<file path="src/rtl/core/bpa_pkg.sv">
`timescale 1ns / 1ps
// ----------------------------------------------------------------------------
// bpa_pkg
// Shared constants, codes and controller/datapath interface types for the
// buddy page allocator.
// ----------------------------------------------------------------------------
package bpa_pkg;

    localparam int PAGE_SHIFT_DEF = 12;
    localparam int TOP_ORDER_DEF  = 20;

    localparam int SIZE_W     = 21;
    localparam int OFF_W      = 20;
    localparam int STAT_W     = 2;
    localparam int S_TDATA_W  = 48;
    localparam int M_TDATA_W  = 24;

    localparam logic [STAT_W-1:0] ST_OK      = 2'd0;
    localparam logic [STAT_W-1:0] ST_NOSPACE = 2'd1;
    localparam logic [STAT_W-1:0] ST_BADFREE = 2'd2;

    localparam logic [1:0] PG_NONE = 2'd0;
    localparam logic [1:0] PG_FREE = 2'd1;
    localparam logic [1:0] PG_USED = 2'd2;

    typedef enum logic [4:0] {
        OP_NONE,
        OP_CLEAR,
        OP_LOAD,
        OP_SRCH_STEP,
        OP_TAKE,
        OP_ULK_RD,
        OP_ULK_WR,
        OP_SPLIT,
        OP_GRANT,
        OP_PSH_SOLO,
        OP_PSH_RD,
        OP_PSH_WR1,
        OP_PSH_WR2,
        OP_INFO_RD,
        OP_FREE_BEGIN,
        OP_BUD_RD,
        OP_MERGE,
        OP_MERGE_UP,
        OP_FREE_PUSH,
        OP_FAIL1,
        OP_FAIL2
    } bpa_op_t;

    typedef struct packed {
        bpa_op_t op;
    } bpa_cmd_t;

    typedef struct packed {
        logic clr_last;
        logic is_free;
        logic oversize;
        logic bad_fmt;
        logic rel_empty;
        logic rel_last;
        logic c_gt_req;
        logic c_lt_top;
        logic pg_used;
        logic buddy_ok;
    } bpa_stat_t;

endpackage

</file>
<file path="src/rtl/core/bpa_ctrl.sv">
`timescale 1ns / 1ps
// ----------------------------------------------------------------------------
// bpa_ctrl
// Sequencer for the allocator: issues at most one datapath command per
// cycle, none while the result waits to be taken; runs the stream handshakes.
// ----------------------------------------------------------------------------
module bpa_ctrl
(
    input  logic               clk,
    input  logic               rst_n,
    input  logic               in_valid,
    output logic               in_ready,
    output logic               out_valid,
    input  logic               out_ready,
    output bpa_pkg::bpa_cmd_t  cmd,
    input  bpa_pkg::bpa_stat_t stat
);

    typedef enum logic [3:0] {
        S_CLEAR,
        S_IDLE,
        S_DECODE,
        S_SEARCH,
        S_ULK_RD,
        S_ULK_WR,
        S_SPLIT_CHK,
        S_PSH,
        S_PSH_WR1,
        S_PSH_WR2,
        S_CHKUSED,
        S_BUD,
        S_BUD_CHK,
        S_MERGE_UP,
        S_OUT
    } state_t;

    state_t state_reg;
    state_t state_next;

    // after a push, allocation returns to the split loop, a free is done
    state_t push_ret;

    assign push_ret  = stat.is_free ? S_OUT : S_SPLIT_CHK;
    assign in_ready  = (state_reg == S_IDLE);
    assign out_valid = (state_reg == S_OUT);

    always_comb
    begin
        state_next = state_reg;
        cmd.op     = bpa_pkg::OP_NONE;
        case (state_reg)
            S_CLEAR:
            begin
                cmd.op = bpa_pkg::OP_CLEAR;
                if (stat.clr_last)
                    state_next = S_IDLE;
            end
            S_IDLE:
            begin
                if (in_valid)
                begin
                    cmd.op     = bpa_pkg::OP_LOAD;
                    state_next = S_DECODE;
                end
            end
            S_DECODE:
            begin
                if (!stat.is_free)
                begin
                    if (stat.oversize)
                    begin
                        cmd.op     = bpa_pkg::OP_FAIL1;
                        state_next = S_OUT;
                    end
                    else
                        state_next = S_SEARCH;
                end
                else if (stat.bad_fmt)
                begin
                    cmd.op     = bpa_pkg::OP_FAIL2;
                    state_next = S_OUT;
                end
                else
                begin
                    cmd.op     = bpa_pkg::OP_INFO_RD;
                    state_next = S_CHKUSED;
                end
            end
            S_SEARCH:
            begin
                if (!stat.rel_empty)
                begin
                    cmd.op     = bpa_pkg::OP_TAKE;
                    state_next = S_ULK_RD;
                end
                else if (stat.rel_last)
                begin
                    cmd.op     = bpa_pkg::OP_FAIL1;
                    state_next = S_OUT;
                end
                else
                    cmd.op = bpa_pkg::OP_SRCH_STEP;
            end
            S_ULK_RD:
            begin
                cmd.op     = bpa_pkg::OP_ULK_RD;
                state_next = S_ULK_WR;
            end
            S_ULK_WR:
            begin
                cmd.op     = bpa_pkg::OP_ULK_WR;
                state_next = stat.is_free ? S_MERGE_UP : S_SPLIT_CHK;
            end
            S_SPLIT_CHK:
            begin
                if (stat.c_gt_req)
                begin
                    cmd.op     = bpa_pkg::OP_SPLIT;
                    state_next = S_PSH;
                end
                else
                begin
                    cmd.op     = bpa_pkg::OP_GRANT;
                    state_next = S_OUT;
                end
            end
            S_PSH:
            begin
                if (stat.rel_empty)
                begin
                    cmd.op     = bpa_pkg::OP_PSH_SOLO;
                    state_next = push_ret;
                end
                else
                begin
                    cmd.op     = bpa_pkg::OP_PSH_RD;
                    state_next = S_PSH_WR1;
                end
            end
            S_PSH_WR1:
            begin
                cmd.op     = bpa_pkg::OP_PSH_WR1;
                state_next = S_PSH_WR2;
            end
            S_PSH_WR2:
            begin
                cmd.op     = bpa_pkg::OP_PSH_WR2;
                state_next = push_ret;
            end
            S_CHKUSED:
            begin
                if (!stat.pg_used)
                begin
                    cmd.op     = bpa_pkg::OP_FAIL2;
                    state_next = S_OUT;
                end
                else
                begin
                    cmd.op     = bpa_pkg::OP_FREE_BEGIN;
                    state_next = S_BUD;
                end
            end
            S_BUD:
            begin
                if (stat.c_lt_top)
                begin
                    cmd.op     = bpa_pkg::OP_BUD_RD;
                    state_next = S_BUD_CHK;
                end
                else
                begin
                    cmd.op     = bpa_pkg::OP_FREE_PUSH;
                    state_next = S_PSH;
                end
            end
            S_BUD_CHK:
            begin
                if (stat.buddy_ok)
                begin
                    cmd.op     = bpa_pkg::OP_MERGE;
                    state_next = S_ULK_RD;
                end
                else
                begin
                    cmd.op     = bpa_pkg::OP_FREE_PUSH;
                    state_next = S_PSH;
                end
            end
            S_MERGE_UP:
            begin
                cmd.op     = bpa_pkg::OP_MERGE_UP;
                state_next = S_BUD;
            end
            S_OUT:
            begin
                if (out_ready)
                    state_next = S_IDLE;
            end
            default:
            begin
                state_next = S_IDLE;
            end
        endcase
    end

    always_ff @(posedge clk or negedge rst_n)
    begin
        if (!rst_n)
            state_reg <= S_CLEAR;
        else
            state_reg <= state_next;
    end

endmodule

</file>
<file path="config.mk">
export PLATFORM = sky130hd
export DESIGN_NAME = bpa_ctrl
export DESIGN_NICKNAME = d
export VERILOG_FILES = /design/src/rtl/core/bpa_pkg.sv /design/src/rtl/core/bpa_ctrl.sv
export SDC_FILE = /design/constraint.sdc
export NUM_CORES = 1
export LEC_CHECK = 0
export ABC_CLOCK_PERIOD_IN_PS = 3300
export BUFFER_PORTS_ARGS = -buffer_cell sky130_fd_sc_hd__buf_2
export CORE_MARGIN = 2
export CORE_UTILIZATION = 57
export CTS_CLUSTER_SIZE = 12
export DETAILED_ROUTE_END_ITERATION = 6
export PLACE_DENSITY = 0.95
export SLEW_MARGIN = 15
export SYNTH_ARGS = -nofsm -noshare
export SYNTH_HDL_FRONTEND = slang
export SYNTH_SLANG_ARGS = --single-unit
</file>
<file path="constraint.sdc">
create_clock -name clk -period 3.3 [get_ports clk]
set_clock_uncertainty 0.05 [all_clocks]
set_input_delay 0.165 -clock clk [delete_from_list [all_inputs] [get_ports clk]]
set_output_delay 0.165 -clock clk [all_outputs]
set_load 0.01 [all_outputs]
</file>
# Word level (Yosys, flattened, before mapping)
# Index checks and enable logic that the tools add are counted.
[classes]
eq_ne = 18
n_reduce_logical = 2
n_bitwise = 0
order_cmp = 0
div_mod_pow = 0
mul = 0
n_addsub = 0
n_mux = 28
n_shift = 0
[ops]
columns = ["op", "n"]
rows = [
  ["one-hot mux 5 bit (14 select lines)", 1],
  ["one-hot mux 4 bit (15 select lines)", 1],
  ["2-to-1 mux 4 bit", 13],
  ["2-to-1 mux 5 bit", 7],
  ["== test 4 bit, second input constant", 7],
  ["== test 4 x 3 -> 1 bit, second input constant", 4],
  ["== test 4 x 2 -> 1 bit, second input constant", 2],
  ["2-to-1 mux 2 bit", 4],
  ["2-to-1 mux 3 bit", 2],
  ["== test 4 x 1 -> 1 bit, second input constant", 1],
  ["logical NOT 4 bit", 1],
  ["!= test 2 bit, second input constant", 2],
  ["AND reduction 4 bit", 1],
  ["!= test 3 bit, second input constant", 1],
  ["!= test 2 x 1 -> 1 bit, second input constant", 1],
]
[totals]
reg_bits = 4
wordCells = 49
inputBits = 14
mem_bits_rw = 0
mem_bits_ro = 0
latch_bits = 0
out_inout_bits = 7
mem_count = 0

# Logic depth before layout (Yosys ltp)
[logic_depth]
word_depth = 3
ltp_mapped = 7
ltp_nobuf = 4

# Worst setup path after synthesis
# Ideal clock, no wire load.
[synth_timing]
path_kind = "register to register"
startpoint = "register state_reg[0]"
endpoint = "register state_reg[0]"
path_slack_ns = 1.707
t_arrival_ns = 1.408
period_less_slack_ns = 1.593
stages_incl_launch_ff = 5
path_buffers = 0
cell_sequence = "dfrtp_1 -> and4b_1 -> or4_1 -> a222oi_1 -> o41ai_1"
[synth_via]
elab_chain_len = 3
word_cells_on_any_way = 21
classes_between = "eq/ne: 18; mux: 1; reduce/logical: 2"
[synth_rtl]
columns = ["element", "line_no", "rtl"]
rows = [
  ["start: declaration", "bpa_ctrl.sv:37", "state_t state_reg;"],
  ["start signal: assignment", "bpa_ctrl.sv:211", "state_reg <= state_next;"],
  ["== test 4 x 2 -> 1 bit, or another cell as far along", "bpa_ctrl.sv:51", "case (state_reg)"],
  ["!= test 3 bit (no source line), or another cell as far along", "-", ""],
  ["AND reduction 4 bit (no source line)", "-", ""],
]
# Parallel ways exist; a longest one is shown, timed or not.
# A chain may end at the register's enable or synchronous reset.

==> results.yml <==
run_status:
  status: "complete, no violations"
run:
  maxCapViolCount: 0
synth:
  syn_nets: 143
  ys_types: 50
  synth.area.top_cells: "dfrtp_1, a21oi_1, nand2b_1"
  synth_top_cells_by_count: "a21oi_1, buf_2, nor2_1"
  netlist_instances: 129
  async_flop_share_pct: 100
  yosys_warnings: 0
  synth_top_area_cell: "dfrtp_1"
  yosysSeqAreaShare_pct: 11.6
  ys_ff_latch: 4
  avgSynthCellArea_um2: 6.66
  yosys.cell_count.top_type: "a21oi_1"
  synth_edf_count: 0
  synth_flop_cell: "dfrtp_1"
  netlist_area_um2: 860
  synth_top_area_share_pct: 11.6
place:
  gp_congestion: 0.944
  dp_hpwl_mm: 1.63
  post-place-cells: 151
  io_buffer_count: 20
drt:
  wl_per_cell_um: 15.5
  via_count: 1067
  drtIter0Drc: 70
  routed_via_density: 6.88
  dr.pass1.iters: 5
  drc_errors: 0
  final_antenna_net_count: 0
  wl_mm: 2.40
floorplanning:
  pin_count: 21
  coreArea_um2: 1450
  die_w_um: 42.8
  start_util_pct: 59.1
  die_area_um2: 1830
  fp.dieH_um: 42.8
  row_count: 14
global_route:
  overflow: 0
  met1_usage_pct: 39.4
  grt_use_met3_pct: 8.94
  busiest_layer: "met2"
  grt_start_max_net_pins: 35
  grt_pass1_vias: 960
  antenna_found_initial: 0
  grt_pass1_wl_mm: 4.24
  met2_usage_pct: 44.2
  grt_usage_pct: 29.7
pwr:
  total_power_uw: 946
  pwr-share-seq_pct: 26.9
  p_sw_uw: 527
  clkPwrFrac_pct: 7.0
  irDropWorstVdd_uv: 504
  power.internal_uw: 419
  power_density_nw_per_um2: 1010
  power.share.combinational_pct: 66.1
  p_leak_nw: 0.397
  sw_frac_of_total_pct: 55.7
clock_network:
  clk_latency_ns: 0.25
  clockBufferDepth: 2
  clk_pin_slew_ns: 0.05
  cts_tree: "done"
  h-tree-depth: 1
  post_cts.repair.setup_buffers: 0
  cts_root_buf: "clkbuf_4"
  cts_resized: 0
  clkSinkCount: 4
  postCtsHoldBufs: 1
  numCtsBuffers: 3
sta:
  slew_headroom_pct: 41.2
  drv_slew: 0
  tightest_slew_ns: 0.882
  final.period_utilization_pct: 71.2
  finalHoldViolCount: 0
  period_needed_ns: 2.35
  tns_ns: 0
  rsz0062_at_grt: "false"
  setup_viol: 0
  fmax_ghz: 0.425
worst_setup_path:
  crit_fanout: 29
  critPathCaptureType: "output port"
  required_ns: 3.08
  worst_ep_arrival_time_ns: 2.14
  path_class: "register to output port"
  worstSetupStartpointType: "register"
  reg2regPathDepth: 4
final_layout:
  fill_cells: 140
  layout.nets: 155
  fin_util_pct: 64.3
  fin_cells: 155
  largest_register_ffs: 4
  drive_gt1_share_pct: 17.3
  antenna_cells: 0
  syn_to_final_growth_pct: 8.73
hold_path:
  hold_class: "primary input to asynchronous set/reset pin"
-- metal layers --
layer  part of all wire [%]  vias up
li1                       -      508
met1                     41      486
met2                     47       66
met3                    9.3        7
met4                    2.1        0
met5                      0        -
-- power by group through the flow --
| stage | registers (mW) | clock network [mW] | logic (mW) |
|---|---|---|---|
| 2_1_floorplan | 0.0894 | 0 | 0.652 |
| 3_3_place_gp | 0.241 | 0 | 0.592 |
| 3_5_place_dp | 0.247 | 0 | 0.611 |
| 4_1_cts | 0.247 | 0.0653 | 0.616 |
| 5_1_grt | 0.269 | 0.0703 | 0.703 |
| 6_report | 0.254 | 0.0666 | 0.625 |
-- worst max-delay path: stages, from the launching register on --
cell and delay (ns):
dfrtp_1 0.85, nor2b_1 0.39, nand2_1 0.09, a311oi_1 0.30
a211o_1 0.14, buf_2 0.12
-- through the flow --
step,hold slack [ns],setup WS [ns],instance area [µm²]
after CTS,0.199,1.02,935
after floorplan,-0.181,1.71,860
after detailed placement,-0.0804,1.12,902
after global routing,0.205,0.798,935
after global placement,-0.0808,1.20,902
final,0.190,0.950,935
-- final timing paths --
path | slack (ns) | to | startpoint
hold reg to reg | 0.93 | state_reg[1]$_DFFE_PN0P_ | state_reg[1]$_DFFE_PN0P_
min in group clk | 0.20 | state_reg[2]$_DFFE_PN0P_ | out_ready
setup reg to reg | 1.10 | state_reg[0]$_DFFE_PN0P_ | state_reg[1]$_DFFE_PN0P_
hold / removal | 0.19 | state_reg[0]$_DFFE_PN0P_ | rst_n
setup / recovery | 0.95 | cmd[0] | state_reg[1]$_DFFE_PN0P_
max in group asynchronous | 2.87 | state_reg[2]$_DFFE_PN0P_ | rst_n
-- cells by family (layout without fill, tap and decap cells) --
kind of cell	after synthesis	after routing	synth area share (%)
XOR/XNOR	1	1	1.02
buffers and inverters	18	28	10.8
flip-flops	4	4	11.6
AND/OR/NAND/NOR	57	57	38.4
AO/OA/AOI/OAI	49	49	38.1
-- layout by cell type (no fill, tap or decap), types with 2 or more instances in the layout --
| master | netlist | final |
|---|---|---|
| o31ai_1 | 2 | 2 |
| and4b_1 | 2 | 2 |
| o211ai_1 | 4 | 4 |
| and2_1 | 2 | 2 |
| clkbuf_4 | 0 | 3 |
| nor2_1 | 11 | 11 |
| a211o_1 | 2 | 2 |
| a21oi_1 | 12 | 12 |
| a31oi_1 | 2 | 2 |
| dfrtp_1 | 4 | 4 |
| nor2b_1 | 4 | 4 |
| nor3_1 | 4 | 4 |
| buf_2 | 11 | 20 |
| nor4b_1 | 2 | 2 |
| inv_1 | 4 | 4 |
| a311oi_1 | 2 | 2 |
| and3_1 | 3 | 3 |
| o21ai_0 | 9 | 9 |
| nand2b_1 | 9 | 9 |
| nand2_1 | 9 | 9 |
-- cell type report --
class / instances / area (µm²) / area share, %
repair buffers: 21 / 110 / 11.8
inverters: 4 / 15.0 / 1.61
flip-flops and latches: 4 / 100 / 10.7
well taps: 16 / 20.0 / 2.14
multi-input cells: 107 / 667 / 71.4
clock buffers: 3 / 22.5 / 2.41
Note: power is estimated with default switching activity, not from simulation.
